<file path="src/hw/rtl/fixed_point_decimal_formatter_top_assert.svh">
// Assertion macros used by the decimal formatter engine.
`ifndef FIXED_POINT_DECIMAL_FORMATTER_TOP_ASSERT_SVH
`define FIXED_POINT_DECIMAL_FORMATTER_TOP_ASSERT_SVH

// Same-cycle implication, disabled during reset.
`define FPDF_ASSERT_IMPLY(label, clk, rst, ante, cons, msg) \
   label: assert property (@(posedge clk) disable iff (rst) (ante) |-> (cons)) \
      else $error(msg);

// Next-cycle implication, disabled during reset.
`define FPDF_ASSERT_NEXT(label, clk, rst, ante, cons, msg) \
   label: assert property (@(posedge clk) disable iff (rst) (ante) |=> (cons)) \
      else $error(msg);

`endif

</file>
<file path="src/hw/rtl/fpdf_pkg.sv">
// Types, constants and the power-of-ten table for the decimal formatter.
`default_nettype none

package fpdf_pkg;

   localparam int VALUE_W    = 33;
   localparam int UNIT_W     = 32;
   localparam int WORK_W     = 36;
   localparam int POW_W      = 34;
   localparam int POW10_W    = 30;
   localparam int CNT_W      = 6;
   localparam int DIGIT_W    = 4;
   localparam int CHAR_W     = 8;
   localparam int DIV_STEPS  = VALUE_W;
   localparam int INT_DIGITS = 10;

   localparam logic [CHAR_W-1:0] CH_ZERO  = 8'h30;
   localparam logic [CHAR_W-1:0] CH_POINT = 8'h2E;
   localparam logic [CHAR_W-1:0] CH_MINUS = 8'h2D;
   localparam logic [CHAR_W-1:0] CH_SPACE = 8'h20;

   typedef enum logic [2:0] {
      ST_IDLE,
      ST_DIV,
      ST_SPACE,
      ST_MINUS,
      ST_INT,
      ST_POINT,
      ST_FMUL,
      ST_FSUB
   } state_type;

   typedef struct packed {
      logic              valid;
      logic [CHAR_W-1:0] character;
      logic              last;
   } emit_type;

   function automatic logic [POW10_W-1:0] pow10(input logic [DIGIT_W-1:0] k);
      logic [POW10_W-1:0] p;
      case (k)
         4'd0:    p = 30'd1;
         4'd1:    p = 30'd10;
         4'd2:    p = 30'd100;
         4'd3:    p = 30'd1000;
         4'd4:    p = 30'd10000;
         4'd5:    p = 30'd100000;
         4'd6:    p = 30'd1000000;
         4'd7:    p = 30'd10000000;
         4'd8:    p = 30'd100000000;
         4'd9:    p = 30'd1000000000;
         default: p = 30'd999999999;
      endcase
      return p;
   endfunction

endpackage

`default_nettype wire

</file>
<file path="src/hw/rtl/fpdf_engine.sv">
// Sequencer and shared subtractor that divide, split digits and produce characters.
`default_nettype none

`include "fixed_point_decimal_formatter_top_assert.svh"

module fpdf_engine (
   input  logic                                   clock,
   input  logic                                   reset,
   input  logic                                   start,
   input  logic signed [fpdf_pkg::VALUE_W-1:0]    value,
   input  logic        [fpdf_pkg::UNIT_W-1:0]     scale_unit,
   input  logic                                   leading_space,
   input  logic                                   out_free,
   output logic                                   busy,
   output fpdf_pkg::emit_type                     emit
);
   import fpdf_pkg::*;

   state_type            state_ff, state_in;
   logic [VALUE_W-1:0]   num_ff, num_in;
   logic [WORK_W-1:0]    rem_ff, rem_in;
   logic [UNIT_W-1:0]    unit_ff, unit_in;
   logic [POW_W-1:0]     pow_ff, pow_in;
   logic [CNT_W-1:0]     cnt_ff, cnt_in;
   logic [DIGIT_W-1:0]   dig_ff, dig_in;
   logic                 started_ff, started_in;
   logic                 space_ff, space_in;
   logic                 neg_ff, neg_in;

   logic [WORK_W-1:0]    sub_a, sub_b;
   logic [WORK_W:0]      sub_diff;
   logic                 borrow;
   logic                 fire;
   logic [POW_W+4:0]     pow20;
   logic [UNIT_W:0]      shifted;

   assign sub_diff = {1'b0, sub_a} - {1'b0, sub_b};
   assign borrow   = sub_diff[WORK_W];
   assign fire     = emit.valid && out_free;
   assign shifted  = {rem_ff[UNIT_W-1:0], num_ff[VALUE_W-1]};
   assign pow20    = {1'b0, pow_ff, 4'b0000} + {3'b000, pow_ff, 2'b00};

   // Outputs: operand selection for the subtractor and the character request.
   always_comb begin
      busy  = (state_ff != ST_IDLE);
      sub_a = '0;
      sub_b = {{(WORK_W-UNIT_W){1'b0}}, unit_ff};
      emit  = '0;
      case (state_ff)
         ST_DIV: begin
            sub_a = {{(WORK_W-UNIT_W-1){1'b0}}, shifted};
         end
         ST_SPACE: begin
            emit.valid     = 1'b1;
            emit.character = CH_SPACE;
         end
         ST_MINUS: begin
            emit.valid     = 1'b1;
            emit.character = CH_MINUS;
         end
         ST_INT: begin
            sub_a = {{(WORK_W-VALUE_W){1'b0}}, num_ff};
            sub_b = {{(WORK_W-POW10_W){1'b0}}, pow10(cnt_ff[DIGIT_W-1:0])};
            emit.valid     = borrow && (dig_ff != '0 || started_ff || cnt_ff == '0);
            emit.character = CH_ZERO + {{(CHAR_W-DIGIT_W){1'b0}}, dig_ff};
            emit.last      = (cnt_ff == '0) && (rem_ff == '0);
         end
         ST_POINT: begin
            emit.valid     = 1'b1;
            emit.character = CH_POINT;
         end
         ST_FSUB: begin
            sub_a = rem_ff;
            emit.valid     = borrow;
            emit.character = CH_ZERO + {{(CHAR_W-DIGIT_W){1'b0}}, dig_ff};
            // stop once nothing is left or the unit has run out of decades
            emit.last      = (rem_ff == '0) ||
                             ({{(POW_W+5-UNIT_W){1'b0}}, unit_ff} < pow20);
         end
         default: begin
         end
      endcase
   end

   // Next state.
   always_comb begin
      state_in = state_ff;
      case (state_ff)
         ST_IDLE: begin
            if (start) state_in = ST_DIV;
         end
         ST_DIV: begin
            if (cnt_ff == '0) begin
               if (space_ff)    state_in = ST_SPACE;
               else if (neg_ff) state_in = ST_MINUS;
               else             state_in = ST_INT;
            end
         end
         ST_SPACE: begin
            if (fire) state_in = neg_ff ? ST_MINUS : ST_INT;
         end
         ST_MINUS: begin
            if (fire) state_in = ST_INT;
         end
         ST_INT: begin
            if (fire && cnt_ff == '0) state_in = (rem_ff == '0) ? ST_IDLE : ST_POINT;
         end
         ST_POINT: begin
            if (fire) state_in = ST_FMUL;
         end
         ST_FMUL: begin
            state_in = ST_FSUB;
         end
         ST_FSUB: begin
            if (fire) state_in = emit.last ? ST_IDLE : ST_FMUL;
         end
         default: begin
            state_in = ST_IDLE;
         end
      endcase
   end

   // Datapath.
   always_comb begin
      num_in     = num_ff;
      rem_in     = rem_ff;
      unit_in    = unit_ff;
      pow_in     = pow_ff;
      cnt_in     = cnt_ff;
      dig_in     = dig_ff;
      started_in = started_ff;
      space_in   = space_ff;
      neg_in     = neg_ff;
      case (state_ff)
         ST_IDLE: begin
            if (start) begin
               num_in   = value[VALUE_W-1] ? (~value + 1'b1) : value;
               rem_in   = '0;
               unit_in  = (scale_unit == '0) ? {{(UNIT_W-1){1'b0}}, 1'b1} : scale_unit;
               pow_in   = {{(POW_W-1){1'b0}}, 1'b1};
               cnt_in   = CNT_W'(DIV_STEPS - 1);
               space_in = leading_space;
               neg_in   = value[VALUE_W-1];
            end
         end
         ST_DIV: begin
            // restoring division, one quotient bit per cycle
            num_in = {num_ff[VALUE_W-2:0], ~borrow};
            rem_in = borrow ? sub_a : sub_diff[WORK_W-1:0];
            if (cnt_ff == '0) begin
               cnt_in     = CNT_W'(INT_DIGITS - 1);
               dig_in     = '0;
               started_in = 1'b0;
            end else begin
               cnt_in = cnt_ff - 1'b1;
            end
         end
         ST_INT: begin
            if (!borrow) begin
               num_in = sub_diff[VALUE_W-1:0];
               dig_in = dig_ff + 1'b1;
            end else if (!emit.valid || fire) begin
               dig_in     = '0;
               cnt_in     = cnt_ff - 1'b1;
               started_in = started_ff | emit.valid;
            end
         end
         ST_FMUL: begin
            rem_in = {rem_ff[WORK_W-4:0], 3'b000} + {rem_ff[WORK_W-2:0], 1'b0};
            dig_in = '0;
         end
         ST_FSUB: begin
            if (!borrow) begin
               rem_in = sub_diff[WORK_W-1:0];
               dig_in = dig_ff + 1'b1;
            end else if (fire) begin
               pow_in = {pow_ff[POW_W-4:0], 3'b000} + {pow_ff[POW_W-2:0], 1'b0};
            end
         end
         default: begin
         end
      endcase
   end

   always_ff @(posedge clock) begin
      if (reset) begin
         state_ff <= ST_IDLE;
      end else begin
         state_ff <= state_in;
      end
      num_ff     <= num_in;
      rem_ff     <= rem_in;
      unit_ff    <= unit_in;
      pow_ff     <= pow_in;
      cnt_ff     <= cnt_in;
      dig_ff     <= dig_in;
      started_ff <= started_in;
      space_ff   <= space_in;
      neg_ff     <= neg_in;
   end

   `FPDF_ASSERT_NEXT(a_last_ends_number, clock, reset, fire && emit.last, state_ff == ST_IDLE, "last character did not end the number")
   `FPDF_ASSERT_IMPLY(a_digit_range, clock, reset, emit.valid && (state_ff == ST_INT || state_ff == ST_FSUB), dig_ff <= 4'd9, "digit above nine")
   `FPDF_ASSERT_IMPLY(a_rem_below_unit, clock, reset, state_ff == ST_FMUL, rem_ff < {{(WORK_W-UNIT_W){1'b0}}, unit_ff}, "remainder not below unit")
   `FPDF_ASSERT_NEXT(a_start_divides, clock, reset, start && !busy, state_ff == ST_DIV, "accepted transaction did not start division")

endmodule

`default_nettype wire

</file>
<file path="src/hw/rtl/fixed_point_decimal_formatter_top.sv">
// Top level of the fixed-point decimal formatter: handshakes and output register.
//
//   channel | direction | handshake          | payload
//   req     | in        | req_valid/req_stall | req_value, req_scale_unit, req_leading_space
//   rsp     | out       | rsp_valid/rsp_stall | rsp_character, rsp_last (one per character)
//
// The sequencer divides by the unit on the shared subtractor, emits the optional space and
// minus, then finds each integer decade (leading zero decades included) and, after the point,
// each fraction digit by repeated subtraction on the same subtractor.
// req_stall stays high from acceptance until the last character is in the output register.
// Reset clears the sequencer and the output valid only.
// A stalled output register holds the sequencer at its next character.
`default_nettype none

module fixed_point_decimal_formatter_top (
   input  logic                                clock,
   input  logic                                reset,
   input  logic                                req_valid,
   output logic                                req_stall,
   input  logic signed [fpdf_pkg::VALUE_W-1:0] req_value,
   input  logic        [fpdf_pkg::UNIT_W-1:0]  req_scale_unit,
   input  logic                                req_leading_space,
   output logic                                rsp_valid,
   input  logic                                rsp_stall,
   output logic        [fpdf_pkg::CHAR_W-1:0]  rsp_character,
   output logic                                rsp_last
);
   import fpdf_pkg::*;

   logic              busy;
   logic              out_free;
   emit_type          emit;
   logic              rsp_valid_ff, rsp_valid_in;
   logic [CHAR_W-1:0] rsp_character_ff, rsp_character_in;
   logic              rsp_last_ff, rsp_last_in;

   assign req_stall = busy;
   assign out_free  = !rsp_valid_ff || !rsp_stall;

   fpdf_engine u_engine (
      .clock         (clock),
      .reset         (reset),
      .start         (req_valid && !busy),
      .value         (req_value),
      .scale_unit    (req_scale_unit),
      .leading_space (req_leading_space),
      .out_free      (out_free),
      .busy          (busy),
      .emit          (emit)
   );

   // Load a new character when the register frees up; drop valid once taken.
   always_comb begin
      rsp_valid_in     = rsp_valid_ff;
      rsp_character_in = rsp_character_ff;
      rsp_last_in      = rsp_last_ff;
      if (emit.valid && out_free) begin
         rsp_valid_in     = 1'b1;
         rsp_character_in = emit.character;
         rsp_last_in      = emit.last;
      end else if (!rsp_stall) begin
         rsp_valid_in = 1'b0;
      end
   end

   always_ff @(posedge clock) begin
      if (reset) begin
         rsp_valid_ff <= 1'b0;
      end else begin
         rsp_valid_ff <= rsp_valid_in;
      end
      rsp_character_ff <= rsp_character_in;
      rsp_last_ff      <= rsp_last_in;
   end

   assign rsp_valid     = rsp_valid_ff;
   assign rsp_character = rsp_character_ff;
   assign rsp_last      = rsp_last_ff;

endmodule

`default_nettype wire
</file>
<file path="config.mk">
export PLATFORM = sky130hd
export DESIGN_NAME = fixed_point_decimal_formatter_top
export DESIGN_NICKNAME = d
export VERILOG_FILES = /design/src/hw/rtl/fpdf_pkg.sv /design/src/hw/rtl/fpdf_engine.sv /design/src/hw/rtl/fixed_point_decimal_formatter_top.sv
export VERILOG_INCLUDE_DIRS = /design/src /design/src/hw/rtl
export SDC_FILE = /design/constraint.sdc
export NUM_CORES = 1
export LEC_CHECK = 0
export BUFFER_PORTS_ARGS = -buffer_cell sky130_fd_sc_hd__buf_2
export CAP_MARGIN = 10
export CELL_PAD_IN_SITES_DETAIL_PLACEMENT = 1
export CELL_PAD_IN_SITES_GLOBAL_PLACEMENT = 1
export CORE_MARGIN = 1
export CORE_UTILIZATION = 46
export CTS_CLUSTER_DIAMETER = 200
export CTS_CLUSTER_SIZE = 24
export DETAILED_ROUTE_END_ITERATION = 10
export PLACE_DENSITY_LB_ADDON = 0.1
export SLEW_MARGIN = 40
export SYNTH_ARGS = -nofsm -noshare
export SYNTH_HDL_FRONTEND = slang
export SYNTH_SLANG_ARGS = --single-unit
</file>
<file path="constraint.sdc">
create_clock -name clock -period 10.42 [get_ports clock]
set_input_delay 0.521 -clock clock [delete_from_list [all_inputs] [get_ports clock]]
set_output_delay 0.521 -clock clock [all_outputs]
set_load 0.02 [all_outputs]
</file>
==> metrics.yaml <==
setup_path:
  rr_startpoint: "u_engine.state_ff[2]"
  path_max_fanout: 43
  rr_worst_depth: 17
  critical_path_arrival_ns: 6.44
  worstSetupPathType: "reg2reg"
  worstPathRequired_ns: 10.77
  cp-end-kind: "register"
  critPathLaunchType: "register"
  r2r_setup_slack_ns: 4.33
place:
  dp_cells: 2115
  post-dp-hpwl_microns: 37400
  routabilityCongestion: 0.894
  port-buffer-count: 78
clock_tree:
  clk_pin_slew_ns: 0.08
  clock_latency_ns: 0.46
  holdBufCountCts: 0
  cts.path.max_buffers: 2
  root_buffer: "clkbuf_16"
  htree_levels: 4
  cts_resized: 0
  cts_buffers: 17
  cts.sinks: 182
  cts_tree: "done"
  cts_setup_buffers: 0
floorplan:
  die-area_sq_um: 33500
  coreArea_sq_um: 31900
  die_width_microns: 183
  die_h_microns: 183
  io_pins: 81
  initial_core_util_pct: 47.3
  num_rows: 65
drt:
  avgViaCountPerCell: 6.35
  wl_microns: 49200
  dr.pass1.iters: 6
  via_count: 13625
  ant_nets: 0
  avgRoutedWirePerCell_microns: 22.9
  drt_iter0_markers: 1132
  drc_errors: 0
global_route:
  grt_pass1_vias: 13860
  grt_max_degree: 44
  overflow: 0
  gr-usage-all-layers_pct: 29.9
  grt_pass1_wl_microns: 77600
  antenna_found_initial: 1
cells_and_area:
  drive_above_1_share_pct: 9.35
  area_growth_pct: 8.86
  final_cell_mix: "155 x edfxtp_1, 149 x nor2_1, 146 x nand2_1"
  final_util_pct: 51.4
  fin_cells: 2147
  layout.nets: 1908
  mostFrequentLayoutCell: "edfxtp_1"
  nFillCells: 3760
  diodes: 0
power:
  combPwrFrac_pct: 63.0
  power.internal_mw: 2.91
  p_sw_mw: 2.98
  irDropWorstVdd_mv: 0.171
  p_seq_share_pct: 25.6
  p_per_area_nw_per_um2: 359
  switching_share_pct: 50.6
  power_leakage_nw: 6.71
  clockPowerShare_pct: 11.4
min_path:
  min_path_type: "in2reg"
  holdPathEnd: "u_engine.unit_ff[10]"
  min-delay-start: "req_scale_unit[10]"
  min_delay_path_depth: 1
logic_synthesis:
  synthCells: 1688
  ys_ff_latch: 182
  ys_seq_area_share_pct: 34.5
  avgSynthCellArea_sq_um: 8.92
  synth_area_sq_um: 15100
  ys.flop_type: "edfxtp_1"
  ys_warn_count: 0
  yosysUniqueCellTypes: 77
  synth_edf_count: 155
  async_flop_share_pct: 0
run:
  maxCapViolCount: 0
timing:
  fin_crit_ns: 6.09
  rsz0062_at_grt: "false"
  fmax_mhz: 164
  tightest_slew_ns: 0.826
  relSlewSlack_pct: 44.8
  finalClockSkew_ns: 0.0172
  period_share_pct: 58.4
  finalSetupTns_ns: 0
  hold_violations: 0
  maxSlewViolCount: 0
  setup_viol: 0
run_status:
  status: "completed"
## synthesized netlist by cell type, drive strengths merged, types with 47 or more instances
library cell,instances,area [sq um]
inv,47,176
a21o,47,353
a21oi,126,634
o21ai,126,631
nand2,148,556
nor2,154,578
a22oi,51,388
xor2,59,517
edfxtp,155,4650
ha,136,1700
xnor2,60,526
clkbuf,89,334
## how the worst max path moves through the flow
stage | startpoint | end | depth (start not counted)
after floorplan | u_engine.state_ff[1] | u_engine.num_ff[0] | 19
after global placement | u_engine.state_ff[2] | register | 16
after detailed placement | u_engine.state_ff[1] | register | 17
after CTS | u_engine.state_ff[2] | register | 16
after global routing | u_engine.state_ff[2] | register | 17
final | u_engine.state_ff[2] | register | 17
## cell families after synthesis
kind of cell / Yosys count / share of synthesized area (%)
buffers and inverters: 154 / 3.94
AOI/OAI and AO/OA: 564 / 25.4
and+or+nand+nor: 500 / 15.6
xor gates and xnor gates: 119 / 6.92
adders and majority gates: 139 / 11.7
DFF: 182 / 34.5
other: 1 / 0.0249
muxes: 29 / 1.94
## power by group through the flow
stage,Sequential [mW],Combinational (mW),Clock [mW]
after floorplan,1.38,2.67,0
after global placement,1.51,3.52,0
after detailed placement,1.51,3.64,0
after CTS,1.50,3.67,0.680
after global routing,1.53,4.08,0.701
final,1.51,3.71,0.669
## worst max-delay path, stage by stage, from the launching register on
cell and delay, ns:
dfxtp_1 0.86, and2_4 0.68, buf_4 0.41, nand2_1 0.09
o21ai_0 0.14, ha_1 0.31, and3_1 0.23, nand2_1 0.07
a31o_2 0.27, o211ai_1 0.39, a21oi_1 0.25, o211a_1 0.42
a21oi_2 0.55, mux2i_1 0.52, inv_1 0.20, ha_1 0.28
o21ai_1 0.19, o21bai_1 0.09
## per-stage QoR
step	hold slack (ns)	instance area, sq um	worst slack [ns]	power [mW]
global route	0.237	16400	3.96	6.31
floorplan	0.530	15100	4.61	4.06
finish	0.250	16400	4.33	5.89
detailed placement	0.526	15800	4.31	5.14
global placement	0.526	15800	4.19	5.03
CTS	0.226	16400	4.29	5.85
## layer usage
layer  part of all wire [%]  vias up  GRT usage [%]
li1                       -     6373              -
met1                     46     6793           40.7
met2                     48      393           49.9
met3                    4.5       66           3.46
met4                    2.0        0           8.43
met5                      0        -              0
## final cells by class
| cell class | instances | area, sq um | area share, % |
|---|---|---|---|
| Multi-Input combinational cell | 1353 | 9340 | 57.0 |
| Sequential cell | 182 | 5190 | 31.7 |
| Tap cell | 435 | 544 | 3.32 |
| Timing Repair Buffer | 96 | 533 | 3.25 |
| Clock buffer | 17 | 425 | 2.59 |
| Inverter | 49 | 184 | 1.12 |
| Clock inverter | 15 | 175 | 1.07 |
Note: power is estimated with default switching activity, not from simulation.
